<file path="src/design/isti_pkg.sv">
`timescale 1ns / 1ps
// ---------------------------------------------------------------------------
// isti_pkg
// Shared types, widths and constants of the IMU sample time interpolator.
// ---------------------------------------------------------------------------
package isti_pkg;

	localparam int TimeBits   = 32;
	localparam int SampleBits = 16;
	localparam int FracBits   = 16;
	localparam int NumCh      = 10;
	localparam int NumQuat    = 4;
	localparam int QuatBase   = 6;

	localparam int InBytes  = (TimeBits + NumCh * SampleBits + 7) / 8;
	localparam int OutBytes = (TimeBits + NumCh * SampleBits + 7) / 8;
	localparam int InBits   = InBytes * 8;
	localparam int OutBits  = OutBytes * 8;

	// weight holds 0 .. 2^FracBits
	localparam int WBits = FracBits + 1;

	typedef logic signed [SampleBits-1:0] sample_t;
	typedef logic [TimeBits-1:0]          stamp_t;
	typedef logic [WBits-1:0]             weight_t;

	// request kinds carried on tuser
	localparam logic ReqSample = 1'b0;
	localparam logic ReqSync   = 1'b1;

	// lane control from the sequencer
	typedef struct packed {
		logic    load;
		weight_t fw;
		weight_t bw;
	} lane_ctl_t;

	// normalizer control
	typedef struct packed {
		logic start;
	} norm_ctl_t;

endpackage

</file>
<file path="src/design/isti_lane.sv">
`timescale 1ns / 1ps
// ---------------------------------------------------------------------------
// isti_lane
// One channel blend lane: front*old + back*new, round, saturate.
// Result is registered on load.
// ---------------------------------------------------------------------------
module isti_lane (
	input  logic                clk,
	input  isti_pkg::lane_ctl_t ctl,
	input  isti_pkg::sample_t   old_s,
	input  isti_pkg::sample_t   new_s,
	output isti_pkg::sample_t   res
);
	localparam int PB = isti_pkg::SampleBits + isti_pkg::WBits + 2;

	logic signed [PB-1:0] prod_a, prod_b, sum, rnd, shr;
	logic signed [PB-1:0] hi, lo;
	isti_pkg::sample_t    res_q;

	always_comb begin
		prod_a = PB'(old_s) * $signed({1'b0, ctl.fw});
		prod_b = PB'(new_s) * $signed({1'b0, ctl.bw});
		sum    = prod_a + prod_b;
		rnd    = sum + (PB'(1) <<< (isti_pkg::FracBits - 1));
		shr    = rnd >>> isti_pkg::FracBits;
		hi     = PB'((1 << (isti_pkg::SampleBits - 1)) - 1);
		lo     = -hi - PB'(1);
	end

	always_ff @(posedge clk) begin
		if (ctl.load) begin
			if (shr > hi)
				res_q <= hi[isti_pkg::SampleBits-1:0];
			else if (shr < lo)
				res_q <= lo[isti_pkg::SampleBits-1:0];
			else
				res_q <= shr[isti_pkg::SampleBits-1:0];
		end
	end

	assign res = res_q;
endmodule

</file>
<file path="config.mk">
export PLATFORM = sky130hd
export DESIGN_NAME = isti_lane
export DESIGN_NICKNAME = d
export VERILOG_FILES = /design/src/design/isti_pkg.sv /design/src/design/isti_lane.sv
export SDC_FILE = /design/constraint.sdc
export NUM_CORES = 1
export LEC_CHECK = 0
export CAP_MARGIN = 20
export CORE_MARGIN = 5
export CORE_UTILIZATION = 50
export DETAILED_ROUTE_END_ITERATION = 8
export DONT_BUFFER_PORTS = 1
export GPL_TIMING_DRIVEN = 1
export PLACE_DENSITY_LB_ADDON = 0.15
export SLEW_MARGIN = 0
export SYNTH_ARGS = -nofsm -noshare
export SYNTH_HDL_FRONTEND = slang
export SYNTH_SLANG_ARGS = --single-unit
</file>
<file path="constraint.sdc">
create_clock -name clk -period 8.8 [get_ports clk]
set_input_delay 1.76 -clock clk [delete_from_list [all_inputs] [get_ports clk]]
set_output_delay 1.76 -clock clk [all_outputs]
set_load 0.01 [all_outputs]
</file>
# After elaboration in Yosys (flattened, before gate mapping)
# Cells that the tools add are included.
# word_totals
wordCells,8
in_bits,68
regBits,16
out_inout_bits,16
# classes
magnitude_cmp,2
n_mul,2
muxes,1
addsub,2
# ops
cell,count
16-bit by 18-bit multiplier with 34-bit output,2
34-bit by 34-bit adder with 35-bit output,1
35-bit by 17-bit adder with 35-bit output (second input constant),1
19-bit by 16-bit greater-than comparator with 1-bit output (second input constant),1
19-bit by 16-bit < comparator with 1-bit output (second input constant),1
16-bit 2-to-1 mux,1

# Longest topological paths before layout
# logic_depth
ltp_word,5
depth_mapped,29
depth_no_buf,26

# Worst setup path after synthesis
# Ideal clock, no wire load.
# synth_timing
path_kind,input -> register
start,input port new_s[8]
end,register res_q[12] (netlist: res[12]) (data pin)
slack_ns,-0.020
path_buffers,3
required_ns,8.546
setup_ns,0.254
arrival_time_ns,8.566
cell_stages,26
cell_sequence,clkbuf_1 > clkbuf_1 > nand2_1 > fa_1 > inv_1 > fa_1 > inv_1 > fa_1 > inv_1 > fa_1 > fa_1 > fa_1 > fa_1 > inv_1 > fa_1 > inv_1 > ha_1 > nand2_1 > o31a_1 > a211oi_2 > a21oi_2 > o311ai_4 > xor2_2 > o31a_4 > buf_6 > a21o_1
# synth_via
elab_chain_cells,5
word_cells_on_any_way,6
classes_between,2 x add/sub; 1 x mul; 2 x order compare; 1 x mux
# synth_lines
element,line,rtl
from (decl),isti_lane.sv:11,"input isti_pkg::sample_t new_s,"
16-bit by 18-bit multiplier with 34-bit output (*),isti_lane.sv:22,"prod_b = PB'(new_s) * $signed({1'b0, ctl.bw});"
34-bit by 34-bit adder with 35-bit output (*),isti_lane.sv:23,sum = prod_a + prod_b;
35-bit by 17-bit adder with 35-bit output (*),isti_lane.sv:24,rnd = sum + (PB'(1) <<< (isti_pkg::FracBits - 1));
19-bit by 16-bit < comparator with 1-bit output,isti_lane.sv:34,else if (shr < lo)
16-bit 2-to-1 mux,isti_lane.sv:34,
to (signal assigned),isti_lane.sv:33,res_q <= hi[isti_pkg::SampleBits-1:0];
to (signal assigned),isti_lane.sv:35,res_q <= lo[isti_pkg::SampleBits-1:0];
to (signal assigned),isti_lane.sv:37,res_q <= shr[isti_pkg::SampleBits-1:0];
to (decl),isti_lane.sv:18,isti_pkg::sample_t res_q;
# Mark *: on every way between the ends. The rest lies on a longest branch, timed or not.
# A chain may end at the register's enable or synchronous reset.

# Worst setup path in the final report
# layout_timing
start,input port ctl[22] in the netlist's numbering
end,register res_q[7] (netlist: res[7]) (data pin)
# layout_via
elab_chain_cells,5
word_cells_on_any_way,6
classes_between,2 x add/sub; 1 x mul; 2 x order compare; 1 x mux
# layout_lines
element,line,rtl
from (decl),isti_lane.sv:9,"input isti_pkg::lane_ctl_t ctl,"
16-bit by 18-bit multiplier with 34-bit output (*),isti_lane.sv:21,"prod_a = PB'(old_s) * $signed({1'b0, ctl.fw});"
34-bit by 34-bit adder with 35-bit output (*),isti_lane.sv:23,
35-bit by 17-bit adder with 35-bit output (*),isti_lane.sv:24,
19-bit by 16-bit < comparator with 1-bit output,isti_lane.sv:34,
16-bit 2-to-1 mux,isti_lane.sv:34,
# Marks and branches as above.

==> key figures <==
Layout
  • Commonest cells after routing, fill and taps aside: 593 x inv_1, 478 x fa_1, 304 x and2_1
  • Area Growth Syn to Fin: 3.18%
  • Fin area: 20,300 um^2
  • Leading cell type in the layout, fill and taps excluded: inv_1
  • Max reg flops: 16
  • Share of cells above drive strength 1: 0.0241
  • # fillers: 3,675
  • Post-layout util: 0.523
  • Fin nets: 2,855

Floorplan
  • Die Ht: 208 um
  • Placeable Area: 38,700 um^2
  • Die area: 43,400 um^2
  • # rows: 72
  • Starting Density: 0.507
  • Die Wd: 208 um
  • IO Pins: 84

Logic synthesis
  • Post-synthesis mux area share: 0
  • Yosys reg bits: 16
  • Ys Warns: 0
  • Primary FF master, synth: edfxtp_1
  • Syn Area/Cell: 9.25 um^2
  • Post-synthesis simple-gate area fraction: 0.164
  • Syn nets: 2,903
  • Complex-gate fraction of the synthesized area: 0.0363
  • Sequential-to-total area share from yosys stat: 0.0245
  • Post-synthesis adder-cell area fraction: 0.636
  • Largest family of logic cells by synthesized area: adder cells
  • Synth Area in XOR/XNOR: 0.0106
  • Synthesized cell area: 19,600 um^2
  • Post-synth EDFFs: 16
  • Yosys cell types: 54
  • Async set or reset register ratio after synthesis: 0
  • Cells after synthesis: 2,123

Clock network
  • Post-CTS Hold Buffers: 0
  • Clk Tree Root Cell: clkbuf_16
  • CTS H-tree depth: 1
  • CTS Buf Count: 3
  • CTS tree: built
  • Worst-path clk slew: 0.05 ns
  • Sink Count: 16
  • Clock tree buffer depth: 2

Timing
  • Endpoints failing setup: 0
  • Setup TNS Final: 0 ns
  • Min setup slack post-route: 0.243 ns
  • Tcrit/Tclk final: 0.972
  • Final min period: 8.56 ns
  • Final Max Tran Viols: 0
  • Relative slew slack: 0.701
  • Final hold vios: 0
  • Actual slew at the worst max-slew pin: 0.444 ns
  • F_max: 0.117 GHz

Hold path
  • Hold endpoint: res[12]$_SDFFCE_PN1P_
  • Min-delay worst type: in2reg
  • Hold path startpoint: ctl[34]
  • Hold Crit Depth: 0

Critical path
  • Critical Path Sink Type: flop
  • CP max stage delay: 0.57 ns
  • Worst-path fanout max: 16
  • Worst path required time: 8.80 ns
  • Critical path class: in2reg
  • Crit path DAT: 8.55 ns
  • CP max-delay cell: fa_1
  • Crit path cell chain: and2_1, fa_1, inv_1, fa_1, fa_1, inv_1, fa_1, fa_1, fa_1, fa_1, inv_1, fa_1, inv_1, ha_1, a21oi_1, o21ai_0, a22o_1, or2_0, a21oi_2, o31ai_1, xor2_1, o31a_4, a31o_2
  • CP startpoint kind: input port
  • Most frequent CP cell: fa_1

Global route
  • Initial antenna violation count: 2
  • Global route overflow: 0
  • First-pass GRT wire length: 81.3 mm
  • Largest net degree at the start of global routing: 22
  • Global Route Usage Sum: 0.237
  • Number of global-route vias before repair: 15,300

Flow run
  • Max-cap violations: 0

Route
  • Final ANT Viol Nets: 0
  • Vias per cell: 5.17
  • First-pass DRT Iterations: 5
  • # DRC: 0
  • WL final: 49.1 mm
  • DR iter-0 viols: 655
  • DR WL/cell: 18.9 um
  • Via Count: 13,400

Placement
  • # port buffers: 0
  • RD Place Congestion: 0.923
  • Dpl cell area: 20,100 um^2
  • Hpwl dp: 41.7 mm
  • Dpl ws: -0.00152 ns

Run status
  • Status: complete, no violations
synth_stat cells (2+ instances only):
master / n / share of area
inv_1: 593 / 0.11
fa_1: 479 / 0.49
and2_1: 304 / 0.097
ha_1: 233 / 0.15
nand2_1: 220 / 0.042
clkbuf_1: 68 / 0.013
nor2b_1: 31 / 0.0099
a21oi_1: 25 / 0.0064
edfxtp_1: 16 / 0.024
a21o_1: 15 / 0.0057
nor2_1: 15 / 0.0029
o21ai_0: 15 / 0.0038
xnor2_1: 13 / 0.0058
xor2_1: 9 / 0.0040
nand4_1: 7 / 0.0022
and2_2: 6 / 0.0023
nand2b_1: 6 / 0.0019
nor3_1: 6 / 0.0015
a31oi_1: 4 / 0.0013
nand3_1: 4 / 0.0010
o211ai_1: 4 / 0.0015
o21a_1: 4 / 0.0015
o21bai_1: 4 / 0.0015
a21o_2: 3 / 0.0013
o31ai_1: 3 / 0.0011
a211oi_1: 2 / 0.00076
a21oi_2: 2 / 0.00089
a221o_1: 2 / 0.0010
a31o_2: 2 / 0.00089
and4_1: 2 / 0.00089
nor4_1: 2 / 0.00064
o31a_1: 2 / 0.00089
cells by family after synthesis:
kind of cell / after synthesis
fa+ha+maj: 712
flops: 16
simple gates: 608
xor+xnor: 23
compound gates: 99
buf+inv: 665
per-layer routing:
metal | vias up | global-route usage | share of wire
met5 | - | 0 | 0
met1 | 7039 | 0.279 | 0.37
met4 | 0 | 0.0747 | 0.039
met3 | 74 | 0.0172 | 0.033
met2 | 254 | 0.456 | 0.56
li1 | 6045 | - | -
worst max path at each step:
stage | from | end | slack, ns | cells after the start
CTS | old_s[11] | res[7]$_SDFFCE_PN1P_ | 0.23 | 24
finish | ctl[22] | res[7]$_SDFFCE_PN1P_ | 0.24 | 23
detailed placement | old_s[11] | res[7]$_SDFFCE_PN1P_ | -0.002 | 24
global placement | ctl[30] | res[9]$_SDFFCE_PN1P_ | 0.03 | 24
global route | old_s[0] | res[7]$_SDFFCE_PN1P_ | -0.001 | 24
floorplan | new_s[9] | res[12]$_SDFFCE_PN1P_ | 0.01 | 26
timing repair:
item	4_1_cts	5_1_grt
setup endpoints to repair	0	15
setup buffers	0	1
resized for setup	0	9
metrics by stage:
step           std cells  hold WS [ns]
2_1_floorplan       2123          1.87
5_1_grt             2592          1.62
4_1_cts             2590          1.62
3_5_place_dp        2586          1.88
6_report            2593          1.62
3_3_place_gp        2586          1.87
area by class of cell:
cell class / instances / area [um^2] / share of cell area
multi-input cells: 1443 / 16700 / 0.824
inverters: 593 / 2230 / 0.110
well taps: 518 / 648 / 0.0320
flip-flops and latches: 16 / 480 / 0.0237
clock inverters: 1 / 3.75 / 0.000185
diodes: 1 / 2.50 / 0.000123
repair buffers: 18 / 135 / 0.00667
clock buffers: 3 / 75.1 / 0.00370
critical path: cells and delay by family:
kind / cells / cell delay [ns]
adder cells (fa/ha/maj): 9 / 4.40
AO/OA/AOI/OAI: 7 / 1.58
AND/OR/NAND/NOR: 2 / 0.36
XOR/XNOR: 1 / 0.25
buffers and inverters: 4 / 0.19
Power is left out: the tool's default activity adds up to more than one toggle a clock period on the data nets, which glitch-free logic cannot reach.
