===== src/design/isti_pkg.sv =====
`timescale 1ns / 1ps
// ---------------------------------------------------------------------------
// isti_pkg
// Shared types, widths and constants of the IMU sample time interpolator.
// ---------------------------------------------------------------------------
package isti_pkg;

	localparam int TimeBits   = 32;
	localparam int SampleBits = 16;
	localparam int FracBits   = 16;
	localparam int NumCh      = 10;
	localparam int NumQuat    = 4;
	localparam int QuatBase   = 6;

	localparam int InBytes  = (TimeBits + NumCh * SampleBits + 7) / 8;
	localparam int OutBytes = (TimeBits + NumCh * SampleBits + 7) / 8;
	localparam int InBits   = InBytes * 8;
	localparam int OutBits  = OutBytes * 8;

	// weight holds 0 .. 2^FracBits
	localparam int WBits = FracBits + 1;

	typedef logic signed [SampleBits-1:0] sample_t;
	typedef logic [TimeBits-1:0]          stamp_t;
	typedef logic [WBits-1:0]             weight_t;

	// request kinds carried on tuser
	localparam logic ReqSample = 1'b0;
	localparam logic ReqSync   = 1'b1;

	// lane control from the sequencer
	typedef struct packed {
		logic    load;
		weight_t fw;
		weight_t bw;
	} lane_ctl_t;

	// normalizer control
	typedef struct packed {
		logic start;
	} norm_ctl_t;

endpackage


===== src/design/isti_norm.sv =====
`timescale 1ns / 1ps
// ---------------------------------------------------------------------------
// isti_norm
// Quaternion renormalizer: sum of squares, bit-serial square root, then a
// shared restoring divider used once per component.
// ---------------------------------------------------------------------------
module isti_norm (
	input  logic                clk,
	input  logic                arst_n,
	input  isti_pkg::norm_ctl_t ctl,
	input  isti_pkg::sample_t   q_in [isti_pkg::NumQuat],
	output isti_pkg::sample_t   q_out [isti_pkg::NumQuat],
	output logic                done
);
	localparam int SB  = isti_pkg::SampleBits;
	localparam int N2B = 2 * SB + 2;          // sum of four squares
	localparam int RB  = SB + 1;              // root width
	localparam int NB  = SB + SB;             // magnitude << (SB-1) plus round
	localparam int SqC = N2B / 2;             // root iterations
	localparam int CB  = $clog2(NB + 1);

	typedef enum logic [2:0] {IDLE, SQ, ROOT, DIV, NEXT} st_t;
	st_t st_q;

	logic [N2B-1:0] n2_q, rem_q;
	logic [RB-1:0]  root_q;
	logic [CB-1:0]  cnt_q;
	logic [1:0]     idx_q;
	logic [2:0]     sq_q;
	logic [NB-1:0]  num_q;
	logic [RB:0]    drem_q;
	logic           done_q;
	isti_pkg::sample_t res_q [isti_pkg::NumQuat];

	logic [SB-1:0]  mag;
	logic [N2B-1:0] msq;
	logic [N2B+1:0] trial;
	logic [RB:0]    dtrial;
	logic [NB-1:0]  qlim;
	logic           neg;

	always_comb begin
		neg   = q_in[idx_q][SB-1];
		mag   = neg ? SB'(-q_in[idx_q]) : SB'(q_in[idx_q]);
		msq   = N2B'(mag) * N2B'(mag);
		trial = {rem_q, n2_q[N2B-1 -: 2]} - {root_q, 2'b01};
		dtrial = {drem_q[RB-1:0], num_q[NB-1]} - {1'b0, root_q};
		qlim  = neg ? NB'(1 << (SB - 1)) : NB'((1 << (SB - 1)) - 1);
	end

	always_ff @(posedge clk or negedge arst_n) begin
		if (!arst_n) begin
			st_q   <= IDLE;
			done_q <= 1'b0;
			sq_q   <= '0;
			idx_q  <= '0;
		end else begin
			done_q <= 1'b0;
			case (st_q)
				IDLE: if (ctl.start) begin
					n2_q  <= '0;
					idx_q <= '0;
					st_q  <= SQ;
				end
				SQ: begin
					n2_q  <= n2_q + msq;
					idx_q <= idx_q + 2'd1;
					if (idx_q == 2'(isti_pkg::NumQuat - 1)) begin
						rem_q  <= '0;
						root_q <= '0;
						cnt_q  <= CB'(SqC);
						st_q   <= ROOT;
					end
				end
				ROOT: begin
					// two bits of the radicand per step
					n2_q <= n2_q << 2;
					if (!trial[N2B+1]) begin
						rem_q  <= trial[N2B-1:0];
						root_q <= {root_q[RB-2:0], 1'b1};
					end else begin
						rem_q  <= {rem_q[N2B-3:0], n2_q[N2B-1 -: 2]};
						root_q <= {root_q[RB-2:0], 1'b0};
					end
					cnt_q <= cnt_q - CB'(1);
					if (cnt_q == CB'(1)) begin
						idx_q <= '0;
						st_q  <= NEXT;
					end
				end
				NEXT: begin
					num_q  <= (NB'(mag) << (SB - 1)) + NB'(root_q >> 1);
					drem_q <= '0;
					cnt_q  <= CB'(NB);
					sq_q   <= '0;
					st_q   <= DIV;
				end
				DIV: begin
					num_q <= {num_q[NB-2:0], ~dtrial[RB]};
					if (!dtrial[RB])
						drem_q <= {1'b0, dtrial[RB-1:0]};
					else
						drem_q <= {drem_q[RB-1:0], num_q[NB-1]};
					cnt_q <= cnt_q - CB'(1);
					if (cnt_q == CB'(1)) begin
						// quotient now in num_q (after this shift)
						st_q <= IDLE;
						sq_q <= 3'd1;
					end
				end
				default: st_q <= IDLE;
			endcase

			// finish one component the cycle after its divide ends
			if (sq_q == 3'd1 && st_q == IDLE) begin
				sq_q <= '0;
				if (root_q == '0)
					res_q[idx_q] <= '0;
				else if (num_q > qlim)
					res_q[idx_q] <= neg ? SB'(-qlim) : SB'(qlim);
				else
					res_q[idx_q] <= neg ? SB'(-num_q) : SB'(num_q);
				if (idx_q == 2'(isti_pkg::NumQuat - 1))
					done_q <= 1'b1;
				else begin
					idx_q <= idx_q + 2'd1;
					st_q  <= NEXT;
				end
			end
		end
	end

	assign q_out = res_q;
	assign done  = done_q;
endmodule


===== config.mk =====
export PLATFORM = sky130hd
export DESIGN_NAME = isti_norm
export DESIGN_NICKNAME = d
export VERILOG_FILES = /design/src/design/isti_pkg.sv /design/src/design/isti_norm.sv
export SDC_FILE = /design/constraint.sdc
export NUM_CORES = 1
export LEC_CHECK = 0
export BUFFER_PORTS_ARGS = -buffer_cell sky130_fd_sc_hd__buf_4
export CAP_MARGIN = 10
export CORE_MARGIN = 2
export CORE_UTILIZATION = 55
export CTS_BUF_LIST = sky130_fd_sc_hd__clkbuf_8
export DETAILED_ROUTE_END_ITERATION = 8
export PLACE_DENSITY_LB_ADDON = 0.08
export SLEW_MARGIN = 40
export SYNTH_ARGS = -nofsm -noshare
export SYNTH_HDL_FRONTEND = slang
export SYNTH_SLANG_ARGS = --single-unit

===== constraint.sdc =====
create_clock -name clk -period 9.35 [get_ports clk]
set_clock_uncertainty 0.05 [all_clocks]
set_input_delay 0.4675 -clock clk [delete_from_list [all_inputs] [get_ports clk]]
set_output_delay 0.4675 -clock clk [all_outputs]
set_load 0.05 [all_outputs]

* Word level (Yosys, flattened, before mapping)
Cells that the tools add are included.
** Cells by class
- Bitwise gates (word level) :: 4
- Equal/unequal tests :: 10
- Muxes and demuxes :: 43
- Multipliers :: 1
- Reduce and logical (&&, ||, !) cells :: 16
- Magnitude comparators :: 3
- $add $sub $neg :: 9
** Operator list (number)
- $bwmux W64 :: 2
- $mux W64 :: 2
- $mux W16 :: 7
- $mux W34 :: 3
- $pmux W34 S3 :: 1
- $pmux W17 S2 :: 2
- $pmux W34 S2 :: 1
- $and A64 B64 Y64 :: 1
- $not A64 Y64 :: 1
- $pmux W32 S2 :: 1
- $neg A16 Y16 :: 3
- $sub A36 B19 Y36 :: 1
- $add A34 B32 Y34 :: 1
- $mux W17 :: 2
- $add A31 B16 Y32 :: 1
- $bmux W16 S2 :: 1
- $demux W16 S2 :: 1
- $gt A32 B16 Y1 :: 1
- $mul A16 B16 Y32 :: 1
- $mux W3 :: 8
- $pmux W6 S3 :: 1
- $sub A18 B17 Y18 :: 1
- $logic_not A17 Y1 :: 1
- $pmux W3 S5 :: 1
- 25 further kinds :: 41
** Storage, ports and cells
- Flip-flop bits (word level) :: 213
- Logic and storage cells :: 100

* Logic depth before layout (Yosys ltp)
- Depth in word-level cells :: 10
- Depth in mapped cells :: 36
- Gate-level depth less buffers :: 32

* Worst setup path after synthesis
Ideal clock, no wire load.
- Path type :: register to register
- Start :: reg idx_q[0]
- End :: reg n2_q[33], data pin
- Cell stages (with the launch flop) :: 28
- Path slack :: 0.701 ns
- Buffers on the path :: 3
- Arrival time :: 8.327 ns
- Library setup time :: 0.272 ns
- Cells stage by stage :: dfrtp_1 -> buf_6 -> buf_12 -> mux4_2 -> or4_4 -> or3_4 -> o41ai_2 -> xnor2_1 -> clkbuf_1 -> nand2_1 -> fa_1 -> inv_1 -> fa_1 -> inv_1 -> fa_1 -> fa_1 -> fa_1 -> inv_1 -> fa_1 -> ha_1 -> a21o_1 -> a21o_1 -> a21oi_1 -> nor2_1 -> a311oi_1 -> a31oi_1 -> nor4b_1 -> or4_1
** On the way
- Cells in the longest elaborated chain, start to end :: 9
** RTL lines
- start: declaration :: line isti_norm.sv:28 : logic [1:0] idx_q;
- start signal: assignment :: line isti_norm.sv:67 : idx_q <= idx_q + 2'd1;
- start signal: assignment :: line isti_norm.sv:126 : idx_q <= idx_q + 2'd1;
- $not A2 Y3 (not written as such) (*) :: line isti_norm.sv:43, isti_norm.sv:44
- $bmux W16 S2 (*) :: line isti_norm.sv:43, isti_norm.sv:44
- $mux W16 (not written as such) (*) (2 in series) :: line isti_norm.sv:43, isti_norm.sv:44
- $neg A16 Y16 :: line isti_norm.sv:44 : mag = neg ? SB'(-q_in[idx_q]) : SB'(q_in[idx_q]);
- $mux W16 (*) :: line isti_norm.sv:44
- $mul A16 B16 Y32 (*) :: line isti_norm.sv:45 : msq = N2B'(mag) * N2B'(mag);
- $add A34 B32 Y34 (*) :: line isti_norm.sv:66 : n2_q <= n2_q + msq;
- $pmux W34 S3 (*) :: line isti_norm.sv:59 : case (st_q)
- end signal: assignment :: line isti_norm.sv:66
- end signal: assignment :: line isti_norm.sv:77 : n2_q <= n2_q << 2;
- end: declaration :: line isti_norm.sv:25 : logic [N2B-1:0] n2_q, rem_q;
Every way passes the cells marked *; elsewhere a longest branch is shown, timed or not. The select of a mux whose other input is x is not followed.
A chain may end at the register's enable or synchronous reset.

* Worst setup path in the final report
Same ends and word-level chain as after synthesis.

==> results.txt <==
----------------------------------------------------
[Run status]
  Outcome ... complete, no violations

[Global routing]
  Largest net degree at the start of global routing ... 80
  Grt total ovfl ... 0
  Number of antenna violations at the first check in global routing ... 0
  Wire length of the first global-routing pass ... 85920 um
  Total track usage ... 27.90%
  Via count of the first global-routing pass ... 16170

[Critical path]
  Arrival time of data at the critical path endpoint ... 9.23 ns
  Crit-path most repeated cell ... fa_1
  Reg2Reg Setup Slack ... 0.40 ns
  Worst R2R Start ... idx_q[0]
  Combined buffer and inverter count along the critical path ... 5
  Number of cells on the worst reg-to-reg path ... 27
  Cell class contributing the biggest share of worst-path delay ... adder cells
  Crit Path Class ... reg -> reg
  Delay of the slowest critical-path stage ... 0.64 ns
  Slowest cell on the critical path ... mux4_1
  Critical path fanouts, max ... 11
  Worst Path Required ... 9.63 ns
  Startpoint kind of the worst setup timing path ... flop
  Worst reg2reg endpoint ... n2_q[33]
  Capturing element type of the critical path ... flop

[Synthesis]
  Syn. warnings ... 0
  Post-Synthesis Mean Instance Area ... 9.781 um2
  Most used standard cell by instance count after synthesis ... inv_1
  Fraction of synthesis flops using an asynchronous set or reset pin ... 3.318%
  Share of the synthesized area in the top cell type ... 29.23%
  EDFF count, synth ... 204
  Most common library cells after synthesis ... inv_1, nand2_1, edfxtp_1
  Ranking of synthesized cells by area ... edfxtp_1, fa_1, ha_1
  Cell area after synthesis ... 20960 um2
  Gate Count Post-Synth ... 2143
  Sequential fraction of the synthesis area ... 30.06%
  Yosys cell types ... 88
  Top_reg_cell synth ... edfxtp_1
  Biggest area consumer among synthesized cells ... edfxtp_1
  Flip-flop and latch count after synthesis ... 211

[Layout]
  Total inserted antenna cells ... 0
  Share of final-layout standard cells stronger than drive strength 1 ... 13.46%
  Register cell area after layout ... 6302 um2
  Number of fill cells ... 3171
  Area grow syn2layout ... 12.70%
  Final standard cell count with taps included and fillers excluded ... 2843
  Nets ... 2731
  Multi-input combinational cell area ... 13300 um2

[STA]
  Pin slew with the least headroom to its limit ... 0.8855 ns
  Setup repair after global routing missed its margin ... no
  Max-slew violations ... 0
  Portion of the clock cycle consumed by the worst path in the final layout ... 95.74%
  Final Hold Vio Count ... 0
  Min cycle time layout ... 8.951 ns
  F_max ... 111.7 MHz
  Normalized max-slew margin ... 40.97%
  Summed negative setup slack over all endpoints ... 0 ns
  Final-report setup violation count ... 0

[Die]
  Starting density of the core ... 55.78%
  Floorplan die area ... 39690 um2
  Number of standard-cell rows in the floorplan ... 71
  Ports placed on the boundary ... 132
  Vertical die dimension ... 199.2 um
  DIE WIDTH ... 199.2 um
  Core area ... 37580 um2

[Route]
  Routed length per placed instance ... 18.95 um
  Routed via count ... 16170
  Detailed-routing iteration count for the pre-antenna-repair pass ... 5
  Iteration-0 DRC count of the detailed router ... 1103
  Count of nets left with antenna violations after detail routing ... 0
  DRC violation count after routing ... 0
  Total detailed-routing wirelength ... 53860 um
  DR vias/cell ... 5.686

[Clock tree]
  CTS max path bufs ... 3
  H-tree depth ... 2
  Clock tree from TritonCTS ... yes
  Clock buffer count from CTS ... 40
  Clock tree root buffer cell ... clkbuf_8
  CTS sink count ... 211
  Clock edge transition at the registers on the reported setup and hold paths ... 0.06 ns
  Skew-Pair Late Insertion Delay ... 0.62 ns

[Placement]
  Routability congestion estimate from global placement ... 0.9512
  Post-Place Cells ... 2770
  Buffers added on ports ... 131
  Placed wire-length estimate ... 40890 um

[Job]
  Max-cap viol count ... 0

[Hold path]
  Hold WC Path Type ... in -> async

----------------------------------------------------
[registers in the layout, summed over array words and instances, names as in the netlist]
signal,flops
st_q,3
done,1
q_out,64
root_q,17
cnt_q,6
idx_q,2
n2_q,34
sq_q,1
num_q,32
drem_q,17
rem_q,34
[cells by family after synthesis]
group                      after synthesis  synth area share (%)
AOI/OAI and AO/OA                      410                 12.69
adders and majority gates              361                 28.71
xor gates and xnor gates                98                 4.220
muxes                                   51                 3.528
other                                    2               0.03583
buffers and inverters                  390                 7.205
and+or+nand+nor                        620                 13.55
DFF                                    211                 30.06
[stage by stage]
stage | util [%] | hold WS [ns] | setup slack (ns) | area [um2]
2_1_floorplan | - | 0.1219 | 0.7014 | 21000
3_3_place_gp | 60.43 | 0.2551 | 0.2479 | 22710
3_5_place_dp | 60.51 | 0.2550 | 0.006617 | 22740
4_1_cts | 62.73 | 0.1503 | 0.07583 | 23570
5_1_grt | 62.86 | 0.2193 | 0.03821 | 23620
6_report | 62.86 | 0.2135 | 0.3987 | 23620
[how the worst max path moves through the flow]
stage,startpoint,end,slack [ns],cells after the start
2_1_floorplan,idx_q[0],n2_q[33],0.70,27
3_3_place_gp,idx_q[0],n2_q[33],0.25,22
3_5_place_dp,idx_q[0],n2_q[33],0.007,22
4_1_cts,idx_q[0],n2_q[33],0.08,22
5_1_grt,idx_q[0],n2_q[33],0.04,27
6_report,idx_q[0],n2_q[33],0.40,27
[layer usage]
layer | track usage, % | vias to the layer above | wire [um]
met5 | 0 | - | 0
met4 | 8.264 | 0 | 1223
met3 | 4.557 | 92 | 3314
met2 | 45.05 | 526 | 25290
met1 | 38.91 | 7868 | 24030
li1 | - | 7679 | -
[layout make-up]
cell class / instances / share of cell area [%]
Clock buffer: 46 / 2.680
Clock inverter: 25 / 0.7892
Inverter: 313 / 4.984
Multi-Input combinational cell: 1552 / 56.29
Sequential cell: 211 / 26.68
Tap cell: 511 / 2.707
Timing Repair Buffer: 185 / 5.869
[cells in the final DEF, fill, tap and decap left out, types with 5 or more instances in the layout]
| master | instances |
|---|---|
| nor2_1 | 194 |
| xnor2_1 | 62 |
| mux4_2 | 12 |
| a211oi_1 | 20 |
| a31oi_1 | 8 |
| fa_1 | 200 |
| edfxtp_1 | 204 |
| clkinv_1 | 16 |
| nor4_1 | 13 |
| nor2b_1 | 27 |
| inv_1 | 309 |
| o211ai_1 | 9 |
| nand2_1 | 222 |
| and3_1 | 11 |
| mux2i_1 | 18 |
| nand2b_1 | 18 |
| buf_4 | 180 |
| o31ai_1 | 6 |
| nor4b_1 | 6 |
| a21o_1 | 35 |
| nand4_1 | 11 |
| or3_1 | 19 |
| o21a_1 | 17 |
| nor3_1 | 28 |
| dfrtp_1 | 6 |
| or4_1 | 7 |
| nand3_1 | 25 |
| mux2_2 | 16 |
| xor2_1 | 30 |
| clkbuf_8 | 46 |
| a21oi_1 | 90 |
| o22ai_1 | 52 |
| o21ai_0 | 100 |
| a22o_1 | 5 |
| conb_1 | 12 |
| and2_1 | 8 |
| a221oi_1 | 10 |
| ha_1 | 160 |
[repair_timing]
action,4_1_cts,5_1_grt
endpoints found under the hold margin,7,0
hold buffers,1,0
setup buffers,0,1
resized for setup,1,7
cloned,0,0
setup endpoints to repair,1,9
pin swaps,0,1
Power is left out: the tool's default activity adds up to more than one toggle a clock period on the data nets, which glitch-free logic cannot reach.
